$ cat config.mk
export PLATFORM = sky130hd
export DESIGN_NAME = image_to_ethernet_packetizer
export DESIGN_NICKNAME = d
export VERILOG_FILES = /design/src/ipk_pkg.sv /design/src/ipk_ctrl.sv /design/src/ipk_emit.sv /design/src/image_to_ethernet_packetizer.sv
export VERILOG_INCLUDE_DIRS = /design/src /design/src/src
export SDC_FILE = /design/constraint.sdc
export NUM_CORES = 1
export LEC_CHECK = 0
export BUFFER_PORTS_ARGS = -buffer_cell sky130_fd_sc_hd__clkbuf_2
export CORE_MARGIN = 3
export CORE_UTILIZATION = 55
export DETAILED_ROUTE_END_ITERATION = 7
export PLACE_DENSITY_LB_ADDON = 0.05
export SYNTH_ARGS = -nofsm -noshare
export SYNTH_HDL_FRONTEND = slang
export SYNTH_SLANG_ARGS = --single-unit
$ cat constraint.sdc
create_clock -name clk_i -period 8.55 [get_ports clk_i]
set_input_delay 0 -clock clk_i [delete_from_list [all_inputs] [get_ports clk_i]]
set_output_delay 0 -clock clk_i [all_outputs]
set_load 0.1 [all_outputs]
$ cat src/assert_macros.svh
// Assertion macros for the image packetiser.
// Included by the top level only; needs clk_i and rst_ni in scope.
`ifndef ASSERT_MACROS_SVH
`define ASSERT_MACROS_SVH

// Checks prop at every clock edge outside reset.
`define IPK_ASSERT(lbl, prop, msg) \
  lbl: assert property (@(posedge clk_i) disable iff (!rst_ni) (prop)) else $error(msg);

// Checks that cond at one edge implies nxt at the following edge.
`define IPK_ASSERT_NEXT(lbl, cond, nxt, msg) \
  lbl: assert property (@(posedge clk_i) disable iff (!rst_ni) (cond) |=> (nxt)) \
    else $error(msg);

`endif

$ cat src/ipk_pkg.sv
// Shared types, constants and header byte function for the image packetiser.
// No dependencies.
package ipk_pkg;

  localparam int unsigned HdrLen   = 21;
  localparam int unsigned HdrBits  = HdrLen * 8;
  localparam logic [10:0] PayloadCap = 11'd1493;

  typedef enum logic [2:0] {
    RegDestMac   = 3'd0,
    RegSrcMac    = 3'd1,
    RegEtherType = 3'd2,
    RegHeight    = 3'd3,
    RegWidth     = 3'd4,
    RegChannels  = 3'd5,
    RegPayload   = 3'd6
  } reg_idx_e;

  typedef struct packed {
    logic [47:0] dest_mac;
    logic [47:0] src_mac;
    logic [15:0] ether_type;
    logic [15:0] image_height;
    logic [15:0] image_width;
    logic [2:0]  channel_count;
    logic [10:0] payload_max;
  } cfg_t;

  localparam cfg_t CfgReset = '{
    dest_mac:      48'hFFFF_FFFF_FFFF,
    src_mac:       48'h0011_2233_4455,
    ether_type:    16'h1515,
    image_height:  16'd480,
    image_width:   16'd640,
    channel_count: 3'd3,
    payload_max:   11'd1493
  };

  // One accepted pixel and what it means for framing.
  typedef struct packed {
    logic [7:0]  pixel;
    logic        hdr;        // first pixel of a frame: header goes first
    logic        frame_end;
    logic        image_end;
    logic [15:0] seq;
  } item_t;

  // Header byte idx (0 = first on the wire); big-endian fields.
  function automatic logic [7:0] hdr_byte(input cfg_t cfg, input logic [15:0] seq,
                                          input logic [4:0] idx);
    logic [HdrBits-1:0] vec;
    logic [7:0]         pos;
    vec = {cfg.dest_mac, cfg.src_mac, cfg.ether_type, cfg.image_height,
           cfg.image_width, 5'd0, cfg.channel_count, seq};
    pos = 8'(HdrBits - 8) - {idx, 3'b000};
    if (idx < 5'(HdrLen)) begin
      return vec[pos +: 8];
    end
    return 8'd0;
  endfunction

endpackage

$ cat src/ipk_ctrl.sv
// Image position and frame counters; classifies each incoming pixel word.
// Depends on ipk_pkg.
module ipk_ctrl (
  input  logic          clk_i,
  input  logic          rst_ni,
  input  ipk_pkg::cfg_t cfg_i,
  input  logic          accept_i,
  input  logic [7:0]    pixel_i,
  output ipk_pkg::item_t item_o
);
  import ipk_pkg::*;

  logic [15:0] seq_q, seq_d;
  logic [10:0] pcount_q, pcount_d;
  logic [1:0]  ch_q, ch_d;
  logic [15:0] col_q, col_d, row_q, row_d;

  logic [2:0]  chans;
  logic [10:0] limit, pcount_inc;
  logic [16:0] width1, height1;
  logic        last_ch, last_col, last_row, img_end, frm_end;

  always_comb begin
    if (cfg_i.channel_count == 3'd0)     chans = 3'd1;
    else if (cfg_i.channel_count > 3'd4) chans = 3'd4;
    else                                 chans = cfg_i.channel_count;

    if (cfg_i.payload_max == 11'd0)           limit = 11'd1;
    else if (cfg_i.payload_max > PayloadCap)  limit = PayloadCap;
    else                                      limit = cfg_i.payload_max;

    width1  = (cfg_i.image_width  == 16'd0) ? 17'd1 : {1'b0, cfg_i.image_width};
    height1 = (cfg_i.image_height == 16'd0) ? 17'd1 : {1'b0, cfg_i.image_height};

    // "at or past the last" so a shrunk dimension wraps at once
    last_ch  = ({1'b0, ch_q} + 3'd1) >= chans;
    last_col = ({1'b0, col_q} + 17'd1) >= width1;
    last_row = ({1'b0, row_q} + 17'd1) >= height1;
    img_end  = last_ch && last_col && last_row;
    pcount_inc = pcount_q + 11'd1;
    frm_end  = img_end || (pcount_inc >= limit);

    pcount_d = frm_end ? 11'd0 : pcount_inc;
    seq_d    = img_end ? 16'd0 : (frm_end ? seq_q + 16'd1 : seq_q);
    ch_d     = last_ch ? 2'd0 : ch_q + 2'd1;
    col_d    = col_q;
    row_d    = row_q;
    if (last_ch) begin
      col_d = last_col ? 16'd0 : col_q + 16'd1;
      if (last_col) begin
        row_d = last_row ? 16'd0 : row_q + 16'd1;
      end
    end

    item_o.pixel     = pixel_i;
    item_o.hdr       = (pcount_q == 11'd0);
    item_o.frame_end = frm_end;
    item_o.image_end = img_end;
    item_o.seq       = seq_q;
  end

  always_ff @(posedge clk_i or negedge rst_ni) begin
    if (!rst_ni) begin
      seq_q    <= '0;
      pcount_q <= '0;
      ch_q     <= '0;
      col_q    <= '0;
      row_q    <= '0;
    end else if (accept_i) begin
      seq_q    <= seq_d;
      pcount_q <= pcount_d;
      ch_q     <= ch_d;
      col_q    <= col_d;
      row_q    <= row_d;
    end
  end

endmodule

$ cat src/ipk_emit.sv
// Holding stage plus header sequencer and output register.
// Depends on ipk_pkg.
module ipk_emit (
  input  logic           clk_i,
  input  logic           rst_ni,
  input  ipk_pkg::cfg_t  cfg_i,
  input  logic           in_valid_i,
  input  ipk_pkg::item_t item_i,
  output logic           in_ready_o,
  output logic           hold_valid_o,
  output logic           hold_pop_o,
  output logic           out_valid_o,
  input  logic           out_ready_i,
  output logic [7:0]     out_byte_o,
  output logic           run_last_o,
  output logic           frame_end_o,
  output logic           image_end_o
);
  import ipk_pkg::*;

  logic        hold_valid_q, hold_valid_d;
  item_t       hold_q;
  logic [4:0]  idx_q, idx_d;
  logic        out_valid_q, out_valid_d;
  logic [7:0]  byte_q;
  logic        run_last_q, frame_end_q, image_end_q;

  logic out_free, in_hdr, emit, pop, load;

  always_comb begin
    out_free = !out_valid_q || out_ready_i;
    in_hdr   = hold_q.hdr && (idx_q < 5'(HdrLen));
    emit     = hold_valid_q && out_free;
    pop      = emit && !in_hdr;
    load     = in_valid_i && (!hold_valid_q || pop);

    hold_valid_d = load ? 1'b1 : (pop ? 1'b0 : hold_valid_q);
    idx_d        = emit ? (in_hdr ? idx_q + 5'd1 : 5'd0) : idx_q;
    out_valid_d  = emit ? 1'b1 : (out_ready_i ? 1'b0 : out_valid_q);
  end

  always_ff @(posedge clk_i or negedge rst_ni) begin
    if (!rst_ni) begin
      hold_valid_q <= 1'b0;
      idx_q        <= '0;
      out_valid_q  <= 1'b0;
    end else begin
      hold_valid_q <= hold_valid_d;
      idx_q        <= idx_d;
      out_valid_q  <= out_valid_d;
    end
  end

  always_ff @(posedge clk_i) begin
    if (load) begin
      hold_q <= item_i;
    end
    if (emit) begin
      byte_q      <= in_hdr ? hdr_byte(cfg_i, hold_q.seq, idx_q) : hold_q.pixel;
      run_last_q  <= !in_hdr;
      frame_end_q <= !in_hdr && hold_q.frame_end;
      image_end_q <= !in_hdr && hold_q.image_end;
    end
  end

  assign in_ready_o   = !hold_valid_q || pop;
  assign hold_valid_o = hold_valid_q;
  assign hold_pop_o   = pop;
  assign out_valid_o  = out_valid_q;
  assign out_byte_o   = byte_q;
  assign run_last_o   = run_last_q;
  assign frame_end_o  = frame_end_q;
  assign image_end_o  = image_end_q;

endmodule

$ cat src/image_to_ethernet_packetizer.sv
// Top level of the image packetiser: configuration registers, counters, emitter.
// Depends on ipk_pkg, ipk_ctrl, ipk_emit and assert_macros.svh.
//
// Usage:
// Pixel bytes enter on s_axis (one byte per word, row/column/channel order).
// Raw Ethernet frame bytes leave on m_axis, one byte per word. Each frame is a
// 21-byte header (dest MAC, src MAC, EtherType, height, width, channels,
// sequence number) and then up to payload_max pixel bytes. m_axis_tlast marks
// the final byte of a frame; tuser bit 0 marks the last byte caused by one
// input word, tuser bit 1 the final byte of the image.
// A pixel passes through the holding stage and then the output register on its
// way to m_axis; a frame-opening pixel follows its 21 header bytes.
// One byte leaves per cycle while m_axis_tready is high, set by the single
// output register, so mid-frame pixels flow at one word per cycle; a
// frame-opening pixel holds the input while its header drains.
// A pixel is accepted while an earlier result waits; when m_axis stalls the
// holding stage and output register fill and s_axis_tready drops. Reset clears
// all counters and loads the configuration defaults. Configuration is written
// through cfg_we_i/cfg_index_i/cfg_data_i by the user only while idle (unenforced).
module image_to_ethernet_packetizer (
  input  logic        clk_i,
  input  logic        rst_ni,
  input  logic        cfg_we_i,
  input  logic [2:0]  cfg_index_i,
  input  logic [47:0] cfg_data_i,
  input  logic        s_axis_tvalid,
  output logic        s_axis_tready,
  input  logic [7:0]  s_axis_tdata,   // [7:0] pixel_byte
  output logic        m_axis_tvalid,
  input  logic        m_axis_tready,
  output logic [7:0]  m_axis_tdata,   // [7:0] out_byte
  output logic        m_axis_tlast,   // frame_end
  output logic [1:0]  m_axis_tuser    // [0] run_last, [1] image_end
);
  import ipk_pkg::*;

  `include "assert_macros.svh"

  cfg_t  cfg_q;
  item_t item;
  logic  accept, hold_valid, hold_pop, run_last, image_end;

  always_ff @(posedge clk_i or negedge rst_ni) begin
    if (!rst_ni) begin
      cfg_q <= CfgReset;
    end else if (cfg_we_i) begin
      unique case (cfg_index_i)
        RegDestMac:   cfg_q.dest_mac      <= cfg_data_i;
        RegSrcMac:    cfg_q.src_mac       <= cfg_data_i;
        RegEtherType: cfg_q.ether_type    <= cfg_data_i[15:0];
        RegHeight:    cfg_q.image_height  <= cfg_data_i[15:0];
        RegWidth:     cfg_q.image_width   <= cfg_data_i[15:0];
        RegChannels:  cfg_q.channel_count <= cfg_data_i[2:0];
        RegPayload:   cfg_q.payload_max   <= cfg_data_i[10:0];
        default: ;
      endcase
    end
  end

  assign accept = s_axis_tvalid && s_axis_tready;

  ipk_ctrl u_ctrl (
    .clk_i    (clk_i),
    .rst_ni   (rst_ni),
    .cfg_i    (cfg_q),
    .accept_i (accept),
    .pixel_i  (s_axis_tdata),
    .item_o   (item)
  );

  ipk_emit u_emit (
    .clk_i        (clk_i),
    .rst_ni       (rst_ni),
    .cfg_i        (cfg_q),
    .in_valid_i   (s_axis_tvalid),
    .item_i       (item),
    .in_ready_o   (s_axis_tready),
    .hold_valid_o (hold_valid),
    .hold_pop_o   (hold_pop),
    .out_valid_o  (m_axis_tvalid),
    .out_ready_i  (m_axis_tready),
    .out_byte_o   (m_axis_tdata),
    .run_last_o   (run_last),
    .frame_end_o  (m_axis_tlast),
    .image_end_o  (image_end)
  );

  assign m_axis_tuser = {image_end, run_last};

  // image end is always a frame end, and a frame end is always a pixel word
  `IPK_ASSERT(a_img_in_frame, !(m_axis_tvalid && image_end) || m_axis_tlast, "image end, no tlast")
  `IPK_ASSERT(a_frame_is_pixel, !(m_axis_tvalid && m_axis_tlast) || run_last, "tlast on header")
  // a held word stays until its pixel byte has gone out
  `IPK_ASSERT_NEXT(a_hold_kept, hold_valid && !hold_pop, hold_valid, "held word lost")

endmodule
### Word level (Yosys, flattened, before mapping)

Cells that the tools add are included.

* add/sub/neg operators: 10
* $mul: 0
* div/mod/pow operators: 0
* $lt $le $gt $ge: 7
* equality and inequality tests: 6
* shifts and indexed selects: 1
* muxes and demuxes: 22
* bitwise gates (word level): 0
* reduce and logical (&&, ||, !) cells: 33

Operators by type and width (number)
* $shiftx 168x9->8: 1
* $mux 16: 6
* $add 16x1->16 const B: 3
* $add 16x1->17 const B: 2
* $ge 17x17->1: 2
* $mux 11: 3
* $logic_not 16->1: 2
* $mux 8: 3
* $logic_not 11->1: 2
* $reduce_and 2->1: 9
* $add 11x1->11 const B: 1
* $ge 11x11->1: 1
* $gt 11x11->1 const B: 1
* $eq 3x3->1 const B: 3
* $logic_and 1x1->1: 8
* $sub 8x8->8 const A: 1
* $eq 3x2->1 const B: 2
* $logic_not 3->1: 2
* $mux 1: 6
* $mux 3: 2
* $reduce_bool 2->1: 3
* $add 5x1->5 const B: 1
* $lt 5x5->1 const B: 1
* $mux 5: 1
* other kinds (9): 13

* register bits: 264
* bits in latches: 0
* bits in writable memories: 0
* ROM bits: 0
* bits of input ports: 64
* logic and storage cells: 103
* memories: 0

### Logic depth before layout (Yosys ltp)

* depth in word-level cells: 9
* gate-level depth with buffers: 17
* gate-level depth less buffers: 16

### Hierarchy

Synthesis repeated with hierarchy kept, for this count alone.

* cells, all modules: 1159
* area, all modules: 14131.1 µm²

By module, submodules not included
* image_to_ethernet_packetizer: instances 1, cells an instance 342, area each 6233.5 µm², sequential area each 4057.6 µm²
* ipk_ctrl: instances 1, cells an instance 593, area each 4898.4 µm², sequential area each 1526.5 µm²
* ipk_emit: instances 1, cells an instance 224, area each 2999.1 µm², sequential area each 1316.3 µm²

### Worst setup path before layout

OpenSTA, ideal clock, no wires.

* path type: flip-flop to flip-flop
* start point: reg u_emit.out_valid_q (netlist: u_emit.out_valid_o)
* end point: reg u_emit.hold_valid_q (netlist: u_emit.hold_valid_o)
* data arrival time: 3339 ps
* data required time: 8319 ps
* slack: 4979 ps
* stages on the path, launching flop included: 5
* clock period less this slack: 3571 ps
* cell sequence: dfrtp_1 > nand2b_1 > nand2_1 > o21ai_0 > nand2b_1

* cells in the longest elaborated chain, start to end: 7
* elaborated cells on any way between the ends: 8
* those cells by class: 1 x mux; 7 x reduce/logical

RTL lines
* from (decl): RTL line ipk_emit.sv:24 `logic out_valid_q, out_valid_d;`
* from (signal assigned): RTL line ipk_emit.sv:50 `out_valid_q <= out_valid_d;`
* $logic_not 1->1 (*): RTL line ipk_emit.sv:31 `out_free = !out_valid_q || out_ready_i;`
* $logic_or 1x1->1 (*): RTL line ipk_emit.sv:31
* $logic_and 1x1->1 (*): RTL line ipk_emit.sv:33 `emit = hold_valid_q && out_free;`
* $logic_and 1x1->1 (*): RTL line ipk_emit.sv:34 `pop = emit && !in_hdr;`
* $logic_or 1x1->1 (*)
* named net s_axis_tready: RTL line image_to_ethernet_packetizer.sv:27 `output logic s_axis_tready,`
* $logic_and 1x1->1 (*): RTL line ipk_emit.sv:35 `load = in_valid_i && (!hold_valid_q || pop);`
* $mux 1 / $reduce_bool 2->1 (equally long branches)
* to (signal assigned): RTL line ipk_emit.sv:48 `hold_valid_q <= hold_valid_d;`
* to (decl): RTL line ipk_emit.sv:21 `logic hold_valid_q, hold_valid_d;`

The timed path passes the listed nets; every way through them passes the cells marked *.
A chain may end at the register's enable or synchronous reset.

### Final worst setup path

* start point: reg u_ctrl.col_q[0]
* end point: reg u_ctrl.row_q[9]

* cells in the longest elaborated chain, start to end: 3

RTL lines
* from (decl): RTL line ipk_ctrl.sv:16 `logic [15:0] col_q, col_d, row_q, row_d;`
* from (signal assigned): RTL line ipk_ctrl.sv:73 `col_q <= col_d;`
* $add 16x1->17: RTL line ipk_ctrl.sv:37 `last_col = ({1'b0, col_q} + 17'd1) >= width1;`
* $ge 17x17->1: RTL line ipk_ctrl.sv:37
* $reduce_and 3->1 (no line)
* to (signal assigned): RTL line ipk_ctrl.sv:74 `row_q <= row_d;`
* to (decl): RTL line ipk_ctrl.sv:16

No other way between the ends.

==> results.cfg <==
[job]
cap_violations = 0

[floorplan]
die_y_um = 165
initial_core_util_pct = 56.3
die_area_mm2 = 0.0271
rows = 57
coreArea_mm2 = 0.0245
ios = 77
die_x_um = 165

[global_route]
antenna_found_initial = 0
grt_pass1_wl_mm = 52.8
overflow = 0
grt_pass1_vias = 9432
grt_usage_pct = 25.1
grt_max_degree = 107

[pwr]
pwr-share-clk_pct = 28.0
p_seq_share_pct = 36.4
p_comb_share_pct = 35.6
switchingPower_mw = 1.73
p_int_mw = 3.21
p_per_area_mw_per_mm2 = 305
peakVddDrop_mv = 0.310
swShare_pct = 35.0
p_leak_nw = 6.79

[logic_synthesis]
yosys_warnings = 0
syn_nets = 1291
synth-edff-count = 38
synthArstFlopShare_pct = 85.6
seq_area_frac_synth_pct = 49.9
ys_ff_latch = 264
synth-main-ff-cell = dfrtp_1
yosysUniqueCellTypes = 71
syn_area_mm2 = 0.0138
synthCells = 1173
postSynthAreaPerCell_um2 = 11.8

[layout]
fin_nets = 1414
final_common_cell = mux2_2
syn_to_final_growth_pct = 17.1
seqCellArea_mm2 = 0.00690
antennaDiodeCount = 0
drive_above_1_share_pct = 32.2
n_fill_cell = 1919
multiInputGateArea_mm2 = 0.00648
final_cell_mix = mux2_2 (143), dfrtp_1 (142), nand2_1 (113)

[clocking]
cts_sinks = 264
cts_tree = built
cts_made_buffers = 29
cts_hold_buffers = 61
cts_buffer_depth = 3
clkLatencyLatePin_ns = 0.54
cts_root_buf = clkbuf_16
cts_setup_buffers = 0
clkSlewWorstSetupHoldPaths_ns = 0.06
htree_num_levels = 1
cts.repair.resized = 0

[drt]
drt_iter0_markers = 625
wire_per_inst_um = 20.2
via_count = 9572
remaining_drc_errors = 0
drt-total-wl_mm = 33.1
drt_pass1_iterations = 5
avgViaCountPerCell = 5.83
detail-route-antenna-nets = 0

[setup_path]
max_stage_delay_ns = 0.56
path_common_cell = nand3_1
worst_setup_path_start_kind = flip-flop
path_cells = ha_1, nand3_1, nor3_1, nand3_1, xnor2_1, ha_1, nand3_1, or4_4, o211ai_4, nand3_4, or2_0, o31ai_1
critical_path_class = flip-flop to flip-flop
crit_family = simple AND/OR/NAND/NOR gates
crit_arrival_ns = 4.86
critPathMaxFanout = 25
required_ns = 8.99
crit_buf_inv = 0
endpoint_kind = flip-flop
cp_slowest_cell = or4_4

[sta]
fmax_mhz = 226
relSlewSlack_pct = 20.9
setup-violations-final = 0
period_share_pct = 51.8
hold_ws_ns = 0.0498
clock_skew_ns = 0.0136
grt_setup_unrepaired = false
hold_viol_final = 0
finalCriticalPeriod_ns = 4.43
timing.final.max_slew_violations = 0
worst_slew_pin_slew_ns = 1.19
finalSetupTns_ns = 0

[place]
routabilityCongestion = 0.856
dp_hpwl_mm = 22.7
portBuffers = 76

[status]
status = completed

[min_path]
hold_class = primary input to flip-flop
## cells by family after synthesis
kind of cell | Yosys count | share of synthesized area (%)
muxes | 191 | 18.6
and+or+nand+nor | 300 | 10.8
xor gates and xnor gates | 38 | 2.41
buffers and inverters | 116 | 3.45
AOI/OAI and AO/OA | 210 | 9.92
DFF | 264 | 49.9
adders and majority gates | 54 | 4.89
## stage by stage
step | total power [mW] | util, % | area [µm²] | std cells | setup WS (ns)
CTS | 4.97 | 66.0 | 16200 | 1642 | 4.14
floorplan | 3.08 | - | 13800 | 1173 | 4.98
finish | 4.94 | 66.0 | 16200 | 1642 | 4.12
global placement | 3.52 | 59.1 | 14500 | 1528 | 4.34
global route | 5.21 | 66.0 | 16200 | 1642 | 3.64
detailed placement | 3.55 | 59.1 | 14500 | 1528 | 4.19
## worst reg2reg max path, stage by stage, from the launching register on
cell      delay [ns]
dfrtp_1         0.43
ha_1            0.28
nand3_1         0.21
nor3_1          0.51
nand3_1         0.21
xnor2_1         0.17
ha_1            0.30
nand3_1         0.11
or4_4           0.56
o211ai_4        0.45
nand3_4         0.37
or2_0           0.46
o31ai_1         0.26
## routing by layer
layer	vias to the layer above	part of all wire [%]	GRT usage, %
met1	4784	47	36.9
met5	-	0	0
li1	4549	-	-
met2	198	47	40.8
met4	0	2.0	4.92
met3	41	3.8	2.96
## synthesized netlist by cell type, drive strengths merged (5+ instances only)
cell type | n | share of area (%)
a211oi | 6 | 0.33
a21o | 7 | 0.38
a21oi | 33 | 1.2
a22o | 8 | 0.51
a22oi | 8 | 0.43
and3 | 23 | 1.0
buf | 23 | 0.92
clkbuf | 35 | 0.95
dfrtp | 143 | 26
dfstp | 83 | 16
edfxtp | 38 | 8.3
ha | 54 | 4.9
inv | 57 | 1.5
mux2 | 143 | 12
mux2i | 10 | 0.72
mux4 | 38 | 6.2
nand2 | 114 | 3.1
nand2b | 16 | 0.72
nand3 | 44 | 1.7
nand4 | 9 | 0.41
nor2 | 29 | 0.79
nor2b | 15 | 0.68
nor3 | 13 | 0.51
nor4 | 13 | 0.59
o211ai | 7 | 0.55
o21a | 5 | 0.27
o21ai | 88 | 3.2
o22ai | 6 | 0.27
o311ai | 8 | 0.51
o31ai | 16 | 0.87
or3 | 6 | 0.27
xnor2 | 26 | 1.6
xor2 | 12 | 0.76
## worst paths after layout
path / start / endpoint / slack, ns / cells past startpoint
hold / removal: cfg_index_i[0] / cfg_q[13] / 0.05 / 3
min in group asynchronous: rst_ni / u_ctrl.row_q[10] / 0.06 / 2
max in group asynchronous: rst_ni / cfg_q[25] / 6.48 / 4
setup reg to reg: u_ctrl.col_q[0] / u_ctrl.row_q[9] / 4.12 / 12
hold reg to reg: u_ctrl.ch_q[1] / u_ctrl.ch_q[1] / 0.49 / 2
setup / recovery: u_ctrl.col_q[0] / u_ctrl.row_q[9] / 4.12 / 12
## cell type report
class / instances / area share (%)
clock buffer: 38 / 5.26
sequential: 264 / 42.6
tap: 324 / 2.51
clock inverter: 15 / 1.42
multi-input combinational: 793 / 40.0
timing repair buffer: 150 / 6.79
inverter: 58 / 1.35
## sequential cells by signal (all words and copies together), names as in the netlist
register             cells
u_emit.image_end_o       1
u_emit.frame_end_o       1
cfg_q                  158
u_ctrl.pcount_q         11
u_ctrl.col_q            16
u_emit.run_last_o        1
u_emit.out_valid_o       1
u_ctrl.seq_q            16
u_ctrl.ch_q              2
u_emit.idx_q             5
u_emit.out_byte_o        8
u_ctrl.row_q            16
u_emit.hold_valid_o      1
u_emit.hold_q           27
## power groups by stage
stage	Combinational [mW]	Sequential [mW]	Clock, mW
3_5_place_dp	1.74	1.81	0
2_1_floorplan	1.19	1.89	0
4_1_cts	1.77	1.79	1.41
3_3_place_gp	1.72	1.80	0
6_report	1.76	1.80	1.39
5_1_grt	1.92	1.83	1.46
Note: power is estimated with default switching activity, not from simulation.
